### src/rtl/core/cacs_pkg.sv
`default_nettype none
package cacs_pkg;

  parameter int unsigned MaxSectionBytesDef = 4096;
  parameter int unsigned MaxMessageBytesDef = 256;

  localparam logic [31:0] CrcPoly = 32'h04c1_1db7;
  localparam logic [31:0] CrcInit = 32'hffff_ffff;

  localparam logic [7:0] TableEcm       = 8'h82;
  localparam logic [7:0] TableCommonEmm = 8'h84;
  localparam logic [7:0] TableIndivEmm  = 8'h85;

  localparam logic [7:0] MarkerMaskLen = 8'hb0;
  localparam logic [7:0] MarkerMaskVer = 8'hc0;

  localparam int unsigned MinSectionBytes = 12;
  localparam int unsigned MinEcmBody      = 30;
  localparam int unsigned MinCommonMsg    = 17;
  localparam int unsigned MinIndivMsg     = 25;
  localparam int unsigned HeaderBytes     = 8;
  localparam int unsigned CommonHdrBytes  = 7;
  localparam int unsigned IndivHdrBytes   = 8;

  typedef enum logic [1:0] {
    VERDICT_OK,
    VERDICT_BAD,
    VERDICT_UNSUPPORTED
  } verdict_e;

  typedef enum logic [1:0] {
    KIND_OTHER,
    KIND_ECM,
    KIND_COMMON_EMM,
    KIND_INDIV_EMM
  } kind_e;

  function automatic logic [31:0] crc_byte(logic [31:0] crc_in, logic [7:0] data);
    logic [31:0] crc;
    crc = crc_in ^ {data, 24'h000000};
    for (int k = 0; k < 8; k++) begin
      crc = {crc[30:0], 1'b0} ^ (crc[31] ? CrcPoly : 32'h0);
    end
    return crc;
  endfunction

  function automatic kind_e kind_of(logic [7:0] table_id);
    kind_e k;
    case (table_id)
      TableEcm:       k = KIND_ECM;
      TableCommonEmm: k = KIND_COMMON_EMM;
      TableIndivEmm:  k = KIND_INDIV_EMM;
      default:        k = KIND_OTHER;
    endcase
    return k;
  endfunction

endpackage
`default_nettype wire

### src/rtl/core/ca_section_checker_splitter.sv
// Conditional-access section checker and splitter.
// Input channel (in_valid_i/in_ready_o) carries one section byte per request,
// starting at the table id, with last_byte_i set on the final byte. Output
// channel (out_valid_o/out_ready_i) returns exactly one result per byte: the
// byte echoed, body and message-start marks, the EMM message index, the
// section kind and, on the last byte, a verdict (ok, bad, unsupported).
// out_valid_o rises the cycle after acceptance. One byte is taken every cycle
// unless stalled: the CRC-32 byte step and header/message parsing sit in a
// single combinational pass between the parser state and the result register.
// A new byte is taken whenever the result register is empty or being drained
// in the same cycle; while the receiver stalls, the result is held and
// in_ready_o stays low.
// Reset clears all parser state, presets the CRC to all ones and empties the
// result register. After the last byte of a section the parser returns to its
// reset state by itself, so sections may follow back to back.
// Downstream should drop a section whose verdict is not ok.
`default_nettype none
module ca_section_checker_splitter #(
  parameter int unsigned MAX_SECTION_BYTES = cacs_pkg::MaxSectionBytesDef,
  parameter int unsigned MAX_MESSAGE_BYTES = cacs_pkg::MaxMessageBytesDef
) (
  input  wire logic       clk_i,
  input  wire logic       rst_ni,
  input  wire logic       in_valid_i,
  output logic            in_ready_o,
  input  wire logic [7:0] data_byte_i,
  input  wire logic       last_byte_i,
  output logic            out_valid_o,
  input  wire logic       out_ready_i,
  output logic [7:0]      echo_byte_o,
  output logic            in_body_o,
  output logic            message_start_o,
  output logic [7:0]      message_number_o,
  output logic [1:0]      section_kind_o,
  output logic            section_done_o,
  output logic [1:0]      verdict_o
);

  localparam int unsigned CntW = $clog2(MAX_SECTION_BYTES + 2);
  localparam int unsigned MszW = $clog2(MAX_MESSAGE_BYTES + 2);
  localparam int unsigned OffW = $clog2(MAX_MESSAGE_BYTES + 1);
  localparam logic [16:0] MszSat = 17'(MAX_MESSAGE_BYTES + 1);

  logic [CntW-1:0] cnt_q, cnt_d;
  logic [11:0]     dlen_q, dlen_d;
  logic [31:0]     crc_q, crc_d;
  logic [7:0]      table_q, table_d;
  logic            hfault_q, hfault_d;
  logic            curnext_q, curnext_d;
  logic            extnz_q, extnz_d;
  logic [OffW-1:0] off_q, off_d;
  logic [MszW-1:0] msz_q, msz_d;
  logic [7:0]      hi_q, hi_d;
  logic [7:0]      mcnt_q, mcnt_d;
  logic            bfault_q, bfault_d;

  logic            out_valid_q;
  logic [7:0]      echo_q;
  logic            body_q, start_q, done_q;
  logic [7:0]      number_q;
  cacs_pkg::kind_e    kind_q, kind_d;
  cacs_pkg::verdict_e verdict_q, verdict_d;

  logic       accept;
  logic       body_d, start_d;
  logic [7:0] number_d;

  assign in_ready_o = !out_valid_q || out_ready_i;
  assign accept     = in_valid_i && in_ready_o;

  function automatic logic [MszW-1:0] sat_size(logic [16:0] raw);
    return (raw > MszSat) ? MszSat[MszW-1:0] : raw[MszW-1:0];
  endfunction

  always_comb begin
    logic            indiv;
    logic [OffW-1:0] hdr;
    logic [MszW-1:0] min_sz;
    logic [31:0]     size;

    cnt_d     = cnt_q;
    dlen_d    = dlen_q;
    table_d   = table_q;
    hfault_d  = hfault_q;
    curnext_d = curnext_q;
    extnz_d   = extnz_q;
    off_d     = off_q;
    msz_d     = msz_q;
    hi_d      = hi_q;
    mcnt_d    = mcnt_q;
    bfault_d  = bfault_q;
    body_d    = 1'b0;
    start_d   = 1'b0;
    number_d  = 8'h00;
    verdict_d = cacs_pkg::VERDICT_OK;

    indiv  = (table_q == cacs_pkg::TableIndivEmm);
    hdr    = indiv ? OffW'(cacs_pkg::IndivHdrBytes) : OffW'(cacs_pkg::CommonHdrBytes);
    min_sz = indiv ? MszW'(cacs_pkg::MinIndivMsg) : MszW'(cacs_pkg::MinCommonMsg);

    crc_d = cacs_pkg::crc_byte(crc_q, data_byte_i);

    if (cnt_q == CntW'(0)) begin
      table_d = data_byte_i;
    end else if (cnt_q == CntW'(1)) begin
      if ((data_byte_i & cacs_pkg::MarkerMaskLen) != cacs_pkg::MarkerMaskLen) hfault_d = 1'b1;
      dlen_d = {data_byte_i[3:0], 8'h00};
    end else if (cnt_q == CntW'(2)) begin
      dlen_d = {dlen_q[11:8], data_byte_i};
    end else if (cnt_q == CntW'(3) || cnt_q == CntW'(4)) begin
      if (data_byte_i != 8'h00) extnz_d = 1'b1;
    end else if (cnt_q == CntW'(5)) begin
      if ((data_byte_i & cacs_pkg::MarkerMaskVer) != cacs_pkg::MarkerMaskVer) hfault_d = 1'b1;
      curnext_d = data_byte_i[0];
    end else if (cnt_q == CntW'(6)) begin
      hi_d = data_byte_i;
    end else if (cnt_q == CntW'(7)) begin
      if (hi_q > data_byte_i) hfault_d = 1'b1;
    end else if ((32'(cnt_q) + 32'd1) < 32'(dlen_q)) begin
      body_d = 1'b1;
      if (table_q == cacs_pkg::TableEcm) begin
        start_d = (cnt_q == CntW'(cacs_pkg::HeaderBytes));
      end else if ((table_q == cacs_pkg::TableCommonEmm || indiv) && !bfault_q) begin
        start_d  = (off_q == OffW'(0));
        number_d = mcnt_q;
        if (off_q == OffW'(6)) begin
          if (indiv) hi_d = data_byte_i;
          else msz_d = sat_size(17'(cacs_pkg::CommonHdrBytes) + {9'h000, data_byte_i});
        end else if (off_q == OffW'(7) && indiv) begin
          msz_d = sat_size(17'(cacs_pkg::IndivHdrBytes) + {1'b0, hi_q, data_byte_i});
        end
        if (off_q == hdr - OffW'(1) &&
            (msz_d < min_sz || 32'(msz_d) > 32'(MAX_MESSAGE_BYTES))) begin
          bfault_d = 1'b1;
        end
        off_d = off_q + OffW'(1);
        // close the message once header and payload are both consumed
        if (!bfault_d && off_d >= hdr && 32'(off_d) >= 32'(msz_d)) begin
          off_d  = '0;
          msz_d  = '0;
          mcnt_d = mcnt_q + 8'd1;
        end
      end
    end

    if (32'(cnt_q) <= 32'(MAX_SECTION_BYTES)) cnt_d = cnt_q + CntW'(1);

    kind_d = cacs_pkg::kind_of(table_d);
    size   = 32'(cnt_d);

    if (last_byte_i) begin
      if (size < 32'(cacs_pkg::MinSectionBytes) || size > 32'(MAX_SECTION_BYTES) ||
          (32'(dlen_d) + 32'd3) != size || hfault_d || crc_d != 32'h0) begin
        verdict_d = cacs_pkg::VERDICT_BAD;
      end else if (!curnext_d) begin
        verdict_d = cacs_pkg::VERDICT_UNSUPPORTED;
      end else if (table_d == cacs_pkg::TableEcm) begin
        if (size < 32'(cacs_pkg::MinSectionBytes + cacs_pkg::MinEcmBody) ||
            size > 32'(cacs_pkg::MinSectionBytes + MAX_MESSAGE_BYTES)) begin
          verdict_d = cacs_pkg::VERDICT_BAD;
        end
      end else if (table_d == cacs_pkg::TableCommonEmm ||
                   table_d == cacs_pkg::TableIndivEmm) begin
        if (table_d == cacs_pkg::TableIndivEmm && extnz_d) begin
          verdict_d = cacs_pkg::VERDICT_UNSUPPORTED;
        end else if (size == 32'(cacs_pkg::MinSectionBytes) || bfault_d ||
                     off_d != OffW'(0)) begin
          verdict_d = cacs_pkg::VERDICT_BAD;
        end
      end else begin
        verdict_d = cacs_pkg::VERDICT_UNSUPPORTED;
      end
    end
  end

  // parser state: advance on each request, drop back to reset after the last byte
  always_ff @(posedge clk_i or negedge rst_ni) begin
    if (!rst_ni) begin
      cnt_q     <= '0;
      dlen_q    <= '0;
      crc_q     <= cacs_pkg::CrcInit;
      table_q   <= '0;
      hfault_q  <= 1'b0;
      curnext_q <= 1'b0;
      extnz_q   <= 1'b0;
      off_q     <= '0;
      msz_q     <= '0;
      hi_q      <= '0;
      mcnt_q    <= '0;
      bfault_q  <= 1'b0;
    end else if (accept) begin
      if (last_byte_i) begin
        cnt_q     <= '0;
        dlen_q    <= '0;
        crc_q     <= cacs_pkg::CrcInit;
        table_q   <= '0;
        hfault_q  <= 1'b0;
        curnext_q <= 1'b0;
        extnz_q   <= 1'b0;
        off_q     <= '0;
        msz_q     <= '0;
        hi_q      <= '0;
        mcnt_q    <= '0;
        bfault_q  <= 1'b0;
      end else begin
        cnt_q     <= cnt_d;
        dlen_q    <= dlen_d;
        crc_q     <= crc_d;
        table_q   <= table_d;
        hfault_q  <= hfault_d;
        curnext_q <= curnext_d;
        extnz_q   <= extnz_d;
        off_q     <= off_d;
        msz_q     <= msz_d;
        hi_q      <= hi_d;
        mcnt_q    <= mcnt_d;
        bfault_q  <= bfault_d;
      end
    end
  end

  always_ff @(posedge clk_i or negedge rst_ni) begin
    if (!rst_ni) begin
      out_valid_q <= 1'b0;
    end else if (accept) begin
      out_valid_q <= 1'b1;
    end else if (out_ready_i) begin
      out_valid_q <= 1'b0;
    end
  end

  // hold the result while the receiver stalls
  always_ff @(posedge clk_i) begin
    if (accept) begin
      echo_q    <= data_byte_i;
      body_q    <= body_d;
      start_q   <= start_d;
      number_q  <= number_d;
      kind_q    <= kind_d;
      done_q    <= last_byte_i;
      verdict_q <= verdict_d;
    end
  end

  assign out_valid_o      = out_valid_q;
  assign echo_byte_o      = echo_q;
  assign in_body_o        = body_q;
  assign message_start_o  = start_q;
  assign message_number_o = number_q;
  assign section_kind_o   = kind_q;
  assign section_done_o   = done_q;
  assign verdict_o        = verdict_q;

`ifndef SYNTHESIS
  a_verdict_only_when_done: assert property (@(posedge clk_i) disable iff (!rst_ni)
    out_valid_o && !section_done_o |-> verdict_o == cacs_pkg::VERDICT_OK)
    else $error("verdict given on a byte that is not the last");

  a_start_in_body: assert property (@(posedge clk_i) disable iff (!rst_ni)
    out_valid_o && message_start_o |-> in_body_o)
    else $error("message start outside the body");

  a_number_emm_only: assert property (@(posedge clk_i) disable iff (!rst_ni)
    out_valid_o && message_number_o != 8'h00 |->
      in_body_o && (section_kind_o == cacs_pkg::KIND_COMMON_EMM ||
                    section_kind_o == cacs_pkg::KIND_INDIV_EMM))
    else $error("message number set outside an EMM body");

  a_reset_after_last: assert property (@(posedge clk_i) disable iff (!rst_ni)
    accept && last_byte_i |=> cnt_q == '0 && crc_q == cacs_pkg::CrcInit && !bfault_q)
    else $error("parser not back to reset after the last byte");
`endif

endmodule
`default_nettype wire
### config.mk
export PLATFORM = sky130hd
export DESIGN_NAME = ca_section_checker_splitter
export DESIGN_NICKNAME = d
export VERILOG_FILES = /design/src/rtl/core/cacs_pkg.sv /design/src/rtl/core/ca_section_checker_splitter.sv
export SDC_FILE = /design/constraint.sdc
export NUM_CORES = 1
export LEC_CHECK = 0
export BUFFER_PORTS_ARGS = -buffer_cell sky130_fd_sc_hd__buf_2
export CELL_PAD_IN_SITES_DETAIL_PLACEMENT = 0
export CELL_PAD_IN_SITES_GLOBAL_PLACEMENT = 1
export CORE_MARGIN = 1.5
export CORE_UTILIZATION = 35
export CTS_BUF_LIST = sky130_fd_sc_hd__clkbuf_4 sky130_fd_sc_hd__clkbuf_8
export CTS_CLUSTER_DIAMETER = 40
export DETAILED_ROUTE_END_ITERATION = 10
export GPL_TIMING_DRIVEN = 1
export PLACE_DENSITY_LB_ADDON = 0.3
export SYNTH_ARGS = -nofsm -noshare
export SYNTH_HDL_FRONTEND = slang
export SYNTH_SLANG_ARGS = --single-unit
### constraint.sdc
create_clock -name clk_i -period 6 [get_ports clk_i]
set_input_delay 0.3 -clock clk_i [delete_from_list [all_inputs] [get_ports clk_i]]
set_output_delay 0.3 -clock clk_i [all_outputs]
set_load 0.005 [all_outputs]
### Word-level counts from Yosys, hierarchy flattened

Cells that the tools add are included.

| storage, ports and cells | value |
|---|---|
| bits in registers | 127 |
| input bits | 13 |
| output and inout bits | 25 |
| word-level logic and storage cells | 268 |

| operators by class | value |
|---|---|
| $add $sub $neg | 8 |
| order comparisons | 13 |
| equal/unequal tests | 31 |
| multiplexer cells | 141 |
| bitwise logic cells | 12 |
| reduce and logical (&&, ||, !) cells | 42 |

Operator list:

| kind | count |
|---|---|
| $mux W9 | 39 |
| $xor A32 B27 Y32 | 8 |
| $mux W8 | 28 |
| $mux W27 | 8 |
| $mux W1 | 53 |
| $eq A13 B3 Y1 const B | 4 |
| $eq A8 B8 Y1 const B | 6 |
| $mux W12 | 3 |
| $mux W32 | 1 |
| $reduce_bool A32 Y1 | 1 |
| $xor A32 B32 Y32 | 1 |
| $eq A13 B2 Y1 const B | 2 |
| $eq A13 B4 Y1 const B | 2 |
| $mux W13 | 2 |
| $reduce_and A12 Y1 | 2 |
| $eq A9 B3 Y1 const B | 2 |
| $gt A9 B9 Y1 const B | 2 |
| $ne A2 B2 Y1 const B | 9 |
| $add A4 B16 Y17 const A | 1 |
| $gt A17 B9 Y1 const B | 1 |
| $add A13 B1 Y14 const B | 1 |
| $lt A14 B12 Y1 | 1 |
| $add A12 B2 Y13 const B | 1 |
| $add A13 B1 Y13 const B | 1 |
| other kinds (35) | 68 |

### Logic depth before layout (Yosys ltp)

| logic depth | value |
|---|---|
| depth in word-level cells | 51 |
| depth in mapped cells | 21 |
| gate-level depth less buffers | 20 |

### Worst setup path before layout

Ideal clock, no wire load.

| path | value |
|---|---|
| path type | input to register |
| start | input data_byte_i[3] |
| end | register off_q[3] |
| library setup time | 0.083 ns |
| data arrival time | 4.302 ns |
| data required time | 5.917 ns |
| slack | 1.615 ns |
| stages | 20 |
| buffers on the path | 1 |
| path through | ha_1 -> clkbuf_1 -> nand2_1 -> or3_1 -> or4_1 -> and2_1 -> o31ai_1 -> inv_1 -> ha_1 -> nand2b_1 -> a21o_1 -> a21o_1 -> a21o_1 -> a21oi_1 -> o21ai_0 -> nand2_1 -> o22ai_2 -> nand3b_2 -> or3_1 -> o21ai_0 |

| on the way | value |
|---|---|
| longest elaborated chain between the ends | 44 |
| elaborated cells between the ends (all ways) | 50 |
| classes of those cells | add/sub: 2; order compare: 5; mux: 38; reduce/logical: 5 |

RTL lines:

| element | line | RTL |
|---|---|---|
| from (decl) | ca_section_checker_splitter.sv:26 | `input wire logic [7:0] data_byte_i,` |
| $add A4 B16 Y17 / $add A3 B8 Y9 (equally long branches) | ca_section_checker_splitter.sv:130, ca_section_checker_splitter.sv:128 |  |
| $gt A17 B9 Y1 / $gt A9 B9 Y1 (equally long branches) | ca_section_checker_splitter.sv:72 | `return (raw > MszSat) ? MszSat[MszW-1:0] : raw[MszW-1:0];` |
| $mux W9 | ca_section_checker_splitter.sv:72 |  |
| $mux W9, on equally long branches | ca_section_checker_splitter.sv:129, ca_section_checker_splitter.sv:127 |  |
| $mux W9 (*) | ca_section_checker_splitter.sv:126 | `if (off_q == OffW'(6)) begin` |
| $mux W9 (*) | ca_section_checker_splitter.sv:123 | `end else if ((table_q == cacs_pkg::TableCommonEmm \|\| indiv) && !bfault_q) begin` |
| $mux W9 (*) | ca_section_checker_splitter.sv:121 | `if (table_q == cacs_pkg::TableEcm) begin` |
| $mux W9 (*) | ca_section_checker_splitter.sv:119 | `end else if ((32'(cnt_q) + 32'd1) < 32'(dlen_q)) begin` |
| (+28 left out) | -- |  |
| $mux W9 (*) | ca_section_checker_splitter.sv:117 | `end else if (cnt_q == CntW'(7)) begin` |
| $mux W9 (*) | ca_section_checker_splitter.sv:115 | `end else if (cnt_q == CntW'(6)) begin` |
| $mux W9 (*) | ca_section_checker_splitter.sv:112 | `end else if (cnt_q == CntW'(5)) begin` |
| $mux W9 (*) | ca_section_checker_splitter.sv:110 | `end else if (cnt_q == CntW'(3) \|\| cnt_q == CntW'(4)) begin` |
| $mux W9 (*) | ca_section_checker_splitter.sv:108 | `end else if (cnt_q == CntW'(2)) begin` |
| $mux W9 (*) | ca_section_checker_splitter.sv:105 | `end else if (cnt_q == CntW'(1)) begin` |
| $mux W9 (*) | ca_section_checker_splitter.sv:103 | `if (cnt_q == CntW'(0)) begin` |
| $mux W9 (*) | ca_section_checker_splitter.sv:192 | `if (last_byte_i) begin` |
| to (signal assigned) | ca_section_checker_splitter.sv:186 | `off_q <= '0;` |
| to (signal assigned) | ca_section_checker_splitter.sv:200 | `off_q <= '0;` |
| to (signal assigned) | ca_section_checker_splitter.sv:213 | `off_q <= off_d;` |
| to (decl) | ca_section_checker_splitter.sv:51 | `logic [OffW-1:0] off_q, off_d;` |

Every way passes the cells marked *; elsewhere a longest branch is shown, timed or not. The select of a mux whose other input is x is not followed.
A chain may end at the register's enable or synchronous reset.

### Final worst setup path

| path | value |
|---|---|
| start | register cnt_q[0] |
| end | register verdict_q[1] (netlist: verdict_o[1]), data pin |

| on the way | value |
|---|---|
| longest elaborated chain between the ends | 11 |
| elaborated cells between the ends (all ways) | 50 |
| classes of those cells | add/sub: 2; order compare: 3; eq/ne: 11; mux: 25; reduce/logical: 9 |

RTL lines:

| element | line | RTL |
|---|---|---|
| from (decl) | ca_section_checker_splitter.sv:44 | `logic [CntW-1:0] cnt_q, cnt_d;` |
| from (signal assigned) | ca_section_checker_splitter.sv:206 | `cnt_q <= cnt_d;` |
| parallel branches: the longest is 11 deep, another holds $add A12 B2 Y13 | -- |  |
| to (signal assigned) | ca_section_checker_splitter.sv:241 | `verdict_q <= verdict_d;` |
| to (decl) | ca_section_checker_splitter.sv:62 | `cacs_pkg::verdict_e verdict_q, verdict_d;` |

Parallel ways; which one is timed is not known.

==> flow_summary_export.csv <==
group,metric,value,unit
sta,rsz0062_at_grt,"false",
pwr,irDropWorstVdd,0.167,mV
critical_path,cp_max_fo,13,
sta,fin_crit,5050,ps
yosys,synth-edff-count,23,
sta,setup_viol,0,
clock_tree,clock-sinks,127,
critical_path,reg2reg_depth,14,
sta,skew,19.1,ps
yosys,synthTopCellsByArea,"dfrtp_1 19%, dfstp_2 8.8%, xnor2_1 7.6%",
yosys,synth_area,9590,um2
yosys,syn-instance-count,1103,
yosys,synth-async-reset-ratio,81.9,%
sta,tightest_slew,1130,ps
run,maxCapViolations,0,
critical_path,critPathKind,"reg -> reg",
yosys,synth_nets,1165,
critical_path,rrSetupSlack,950,ps
sta,fin_crit_sh,84.2,%
pwr,leakagePower,4.22,nW
yosys,yosys_most_used_dff,"dfrtp_1",
cells_and_area,fill_cells,2724,
floorplanning,io_pins,38,
hold_path,hold_end,"out_valid_o$_DFFE_PN0P_",
global_routing,grt_max_degree,67,
critical_path,worstSetupEndpointType,"flip-flop",
yosys,synthDistinctLibCells,89,
clock_tree,clk_latency,470,ps
yosys,synth_compound_area_share,19.5,%
floorplanning,die_w,169,um
clock_tree,cts_buffers,17,
cells_and_area,diodes,0,
cells_and_area,seqCellArea,3330,um2
floorplanning,core,27000,um2
clock_tree,clockRootBuffer,"clkbuf_8",
global_routing,grt_overflow_total,0,
yosys,synth_common_cells,"97 x nand2_1, 90 x nor2_1, 83 x xnor2_1",
global_routing,grt-busiest-layer,"met2",
clock_tree,ctsResizeCount,0,
floorplanning,num_rows,60,
floorplanning,die_y,169,um
critical_path,startpoint_type,"flip-flop",
yosys,synthAdderAreaFrac,6.39,%
global_routing,grt_pass1_wl,46600,um
global_routing,use_met2,33.8,%
sta,hold_violations,0,
cells_and_area,final_core_util,39.2,%
yosys,syn_area_per_cell,8.70,um2
yosys,seq_area_frac_synth,34.7,%
sta,max_slew_margin,23.8,%
placed_design,dp_hpwl,20500,um
clock_tree,cts_max_level,4,
pwr,powerDensity,367,nW/um2
clock_tree,cts_max_path_buffers,2,
placed_design,gp_congestion,0.904,
critical_path,required,6280,ps
critical_path,reg2reg_from,"cnt_q[0]$_DFFE_PN0P_",
global_routing,gr-usage-all-layers,21.1,%
sta,fin_setup_tns,0,ps
cells_and_area,drive_above_1_share,13.5,%
clock_tree,path_clk_slew,80,ps
cells_and_area,layoutNonFillerInstCount,1478,
cells_and_area,area_delta_synth_final,10.1,%
drt,avgViaCountPerCell,5.67,
hold_path,hold_class,"in -> reg",
critical_path,cp_data_arrival_time,5330,ps
yosys,synth-seq-cells,127,
drt,drcViolationCount,0,
yosys,synth_xor_area_share,12.1,%
sta,slew_viol_final,0,
placed_design,io_buffers,37,
drt,firstDrtPassIters,5,
yosys,yosys.cell_count.top_type,"nand2_1",
yosys,synth.area.mux_share,1.15,%
clock_tree,cts_tree,"yes",
hold_path,hp-start,"in_valid_i",
drt,initialDrtViolationCount,734,
status,status,"finished clean",
critical_path,r2r_end,"verdict_o[1]$_SDFFCE_PP0P_",
global_routing,antenna_found_initial,0,
placed_design,dp.cells,1445,
pwr,total_power,0.00388,W
cells_and_area,final_nets,1186,
global_routing,grt_pass1_vias,8041,
sta,clock.fmax,198,MHz
yosys,synthSimpleGateAreaFrac,21.8,%
yosys,synth_top_area_share,18.8,%
yosys,yosys_warnings,0,
drt,finalWirelength,29300,um
yosys,yosys.area.top_type,"dfrtp_1",
drt,ant_nets,0,
floorplanning,dieArea,28400,um2
hold_path,hold_depth,2,
cells_and_area,multi_input_area,5850,um2
floorplanning,initial_core_util,35.6,%
global_routing,groute.layer.met1.usage,29.8,%
drt,drt-wirelength-per-cell,19.8,um
yosys,synth_top_family_by_area,"simple AND/OR/NAND/NOR gates",
drt,routed-via-count,8374,
global_routing,use_met3,2.81,%
[placed cells by master (no fill, tap or decap), types with 11 or more instances in the layout]
cell / synthesis / final
a21o_1: 13 / 13
a21oi_1: 70 / 70
a22o_1: 15 / 15
a22oi_1: 15 / 15
a31oi_1: 13 / 13
and2_1: 19 / 19
and3_1: 15 / 15
buf_2: 4 / 36
buf_4: 1 / 20
clkbuf_8: 0 / 18
dfrtp_1: 72 / 72
dfstp_2: 32 / 32
edfxtp_1: 23 / 23
ha_1: 49 / 49
inv_1: 46 / 45
mux2i_1: 11 / 11
nand2_1: 97 / 97
nand2b_1: 15 / 15
nand3_1: 29 / 29
nand4_1: 22 / 22
nor2_1: 90 / 89
nor2b_1: 12 / 12
nor3_1: 32 / 32
nor4_1: 16 / 16
o21ai_0: 48 / 48
o21ai_1: 14 / 13
o22ai_1: 16 / 16
o31ai_1: 14 / 14
xnor2_1: 83 / 83
xor2_1: 42 / 42
[worst max path at each step]
stage                                 from                    endpoint  slack, ps  depth (start not counted)
floorplan                   data_byte_i[3]        off_q[3]$_DFFE_PN0P_       1610                         20
global placement            data_byte_i[3]        off_q[3]$_DFFE_PN0P_        690                         16
detailed placement          data_byte_i[3]        off_q[3]$_DFFE_PN0P_        570                         20
CTS                   cnt_q[0]$_DFFE_PN0P_  verdict_o[1]$_SDFFCE_PP0P_       1040                         14
global route        table_q[1]$_DFFE_PN0P_        off_q[3]$_DFFE_PN0P_        350                         14
finish                cnt_q[0]$_DFFE_PN0P_  verdict_o[1]$_SDFFCE_PP0P_        950                         14
[sequential cells by signal, indices dropped and copies added, names as in the netlist]
| signal | count |
|---|---|
| bfault_q | 1 |
| cnt_q | 13 |
| crc_q | 32 |
| curnext_q | 1 |
| dlen_q | 12 |
| echo_byte_o | 8 |
| extnz_q | 1 |
| hfault_q | 1 |
| hi_q | 8 |
| in_body_o | 1 |
| mcnt_q | 8 |
| message_number_o | 8 |
| message_start_o | 1 |
| msz_q | 9 |
| off_q | 9 |
| out_valid_o | 1 |
| section_done_o | 1 |
| section_kind_o | 2 |
| table_q | 8 |
| verdict_o | 2 |
[cell type report]
class	instances	share of cell area, %
tap	341	4.04
inverter	50	1.78
multi-input combinational	871	55.4
clock inverter	14	1.67
timing repair buffer	57	3.22
sequential	127	31.6
clock buffer	18	2.35
[worst max-delay path, cell delays in order, from the launching register on]
cell and delay (ps):
dfrtp_1 500, inv_1 180, ha_1 340, nor4_1 580
and4_1 580, a22oi_1 230, ha_1 290, nor4_1 570
nand2_1 240, nor3b_1 250, a21oi_1 70, o21ai_0 170
a21oi_1 120, nor4b_2 510, nor3b_1 250
[what timing repair did]
action,CTS,global route
hold buffers,1,0
buffers inserted,0,0
hold endpoints to repair,27,0
[metal layers]
metal | share of wire (%) | up-vias
li1 | - | 4036
met1 | 49 | 4099
met2 | 45 | 199
met3 | 4.1 | 40
met4 | 1.9 | 0
met5 | 0 | -
[cell families (layout without fill, tap and decap cells)]
group                      count (synthesis)  after routing
AOI/OAI and AO/OA                        283            283
xor gates and xnor gates                 129            129
adders and majority gates                 49             49
buffers and inverters                    105            139
DFF                                      127            127
muxes                                     11             11
and+or+nand+nor                          399            399
[power by group]
group	internal, W	switching, W	leakage [nW]
registers	0.00109	0.000145	1.52
clock network	0.000431	0.000422	0.221
logic	0.000764	0.00103	2.47
[per-stage QoR]
step / cell area [um2] / worst slack [ps] / hold slack, ps
after floorplan: 9590 / 1610 / 4.41
after global placement: 10100 / 695 / 464
after detailed placement: 10100 / 569 / 467
after CTS: 10600 / 1040 / 30.9
after global routing: 10600 / 350 / 36.5
final: 10600 / 949 / 44.6
Note: power is estimated with default switching activity, not from simulation.
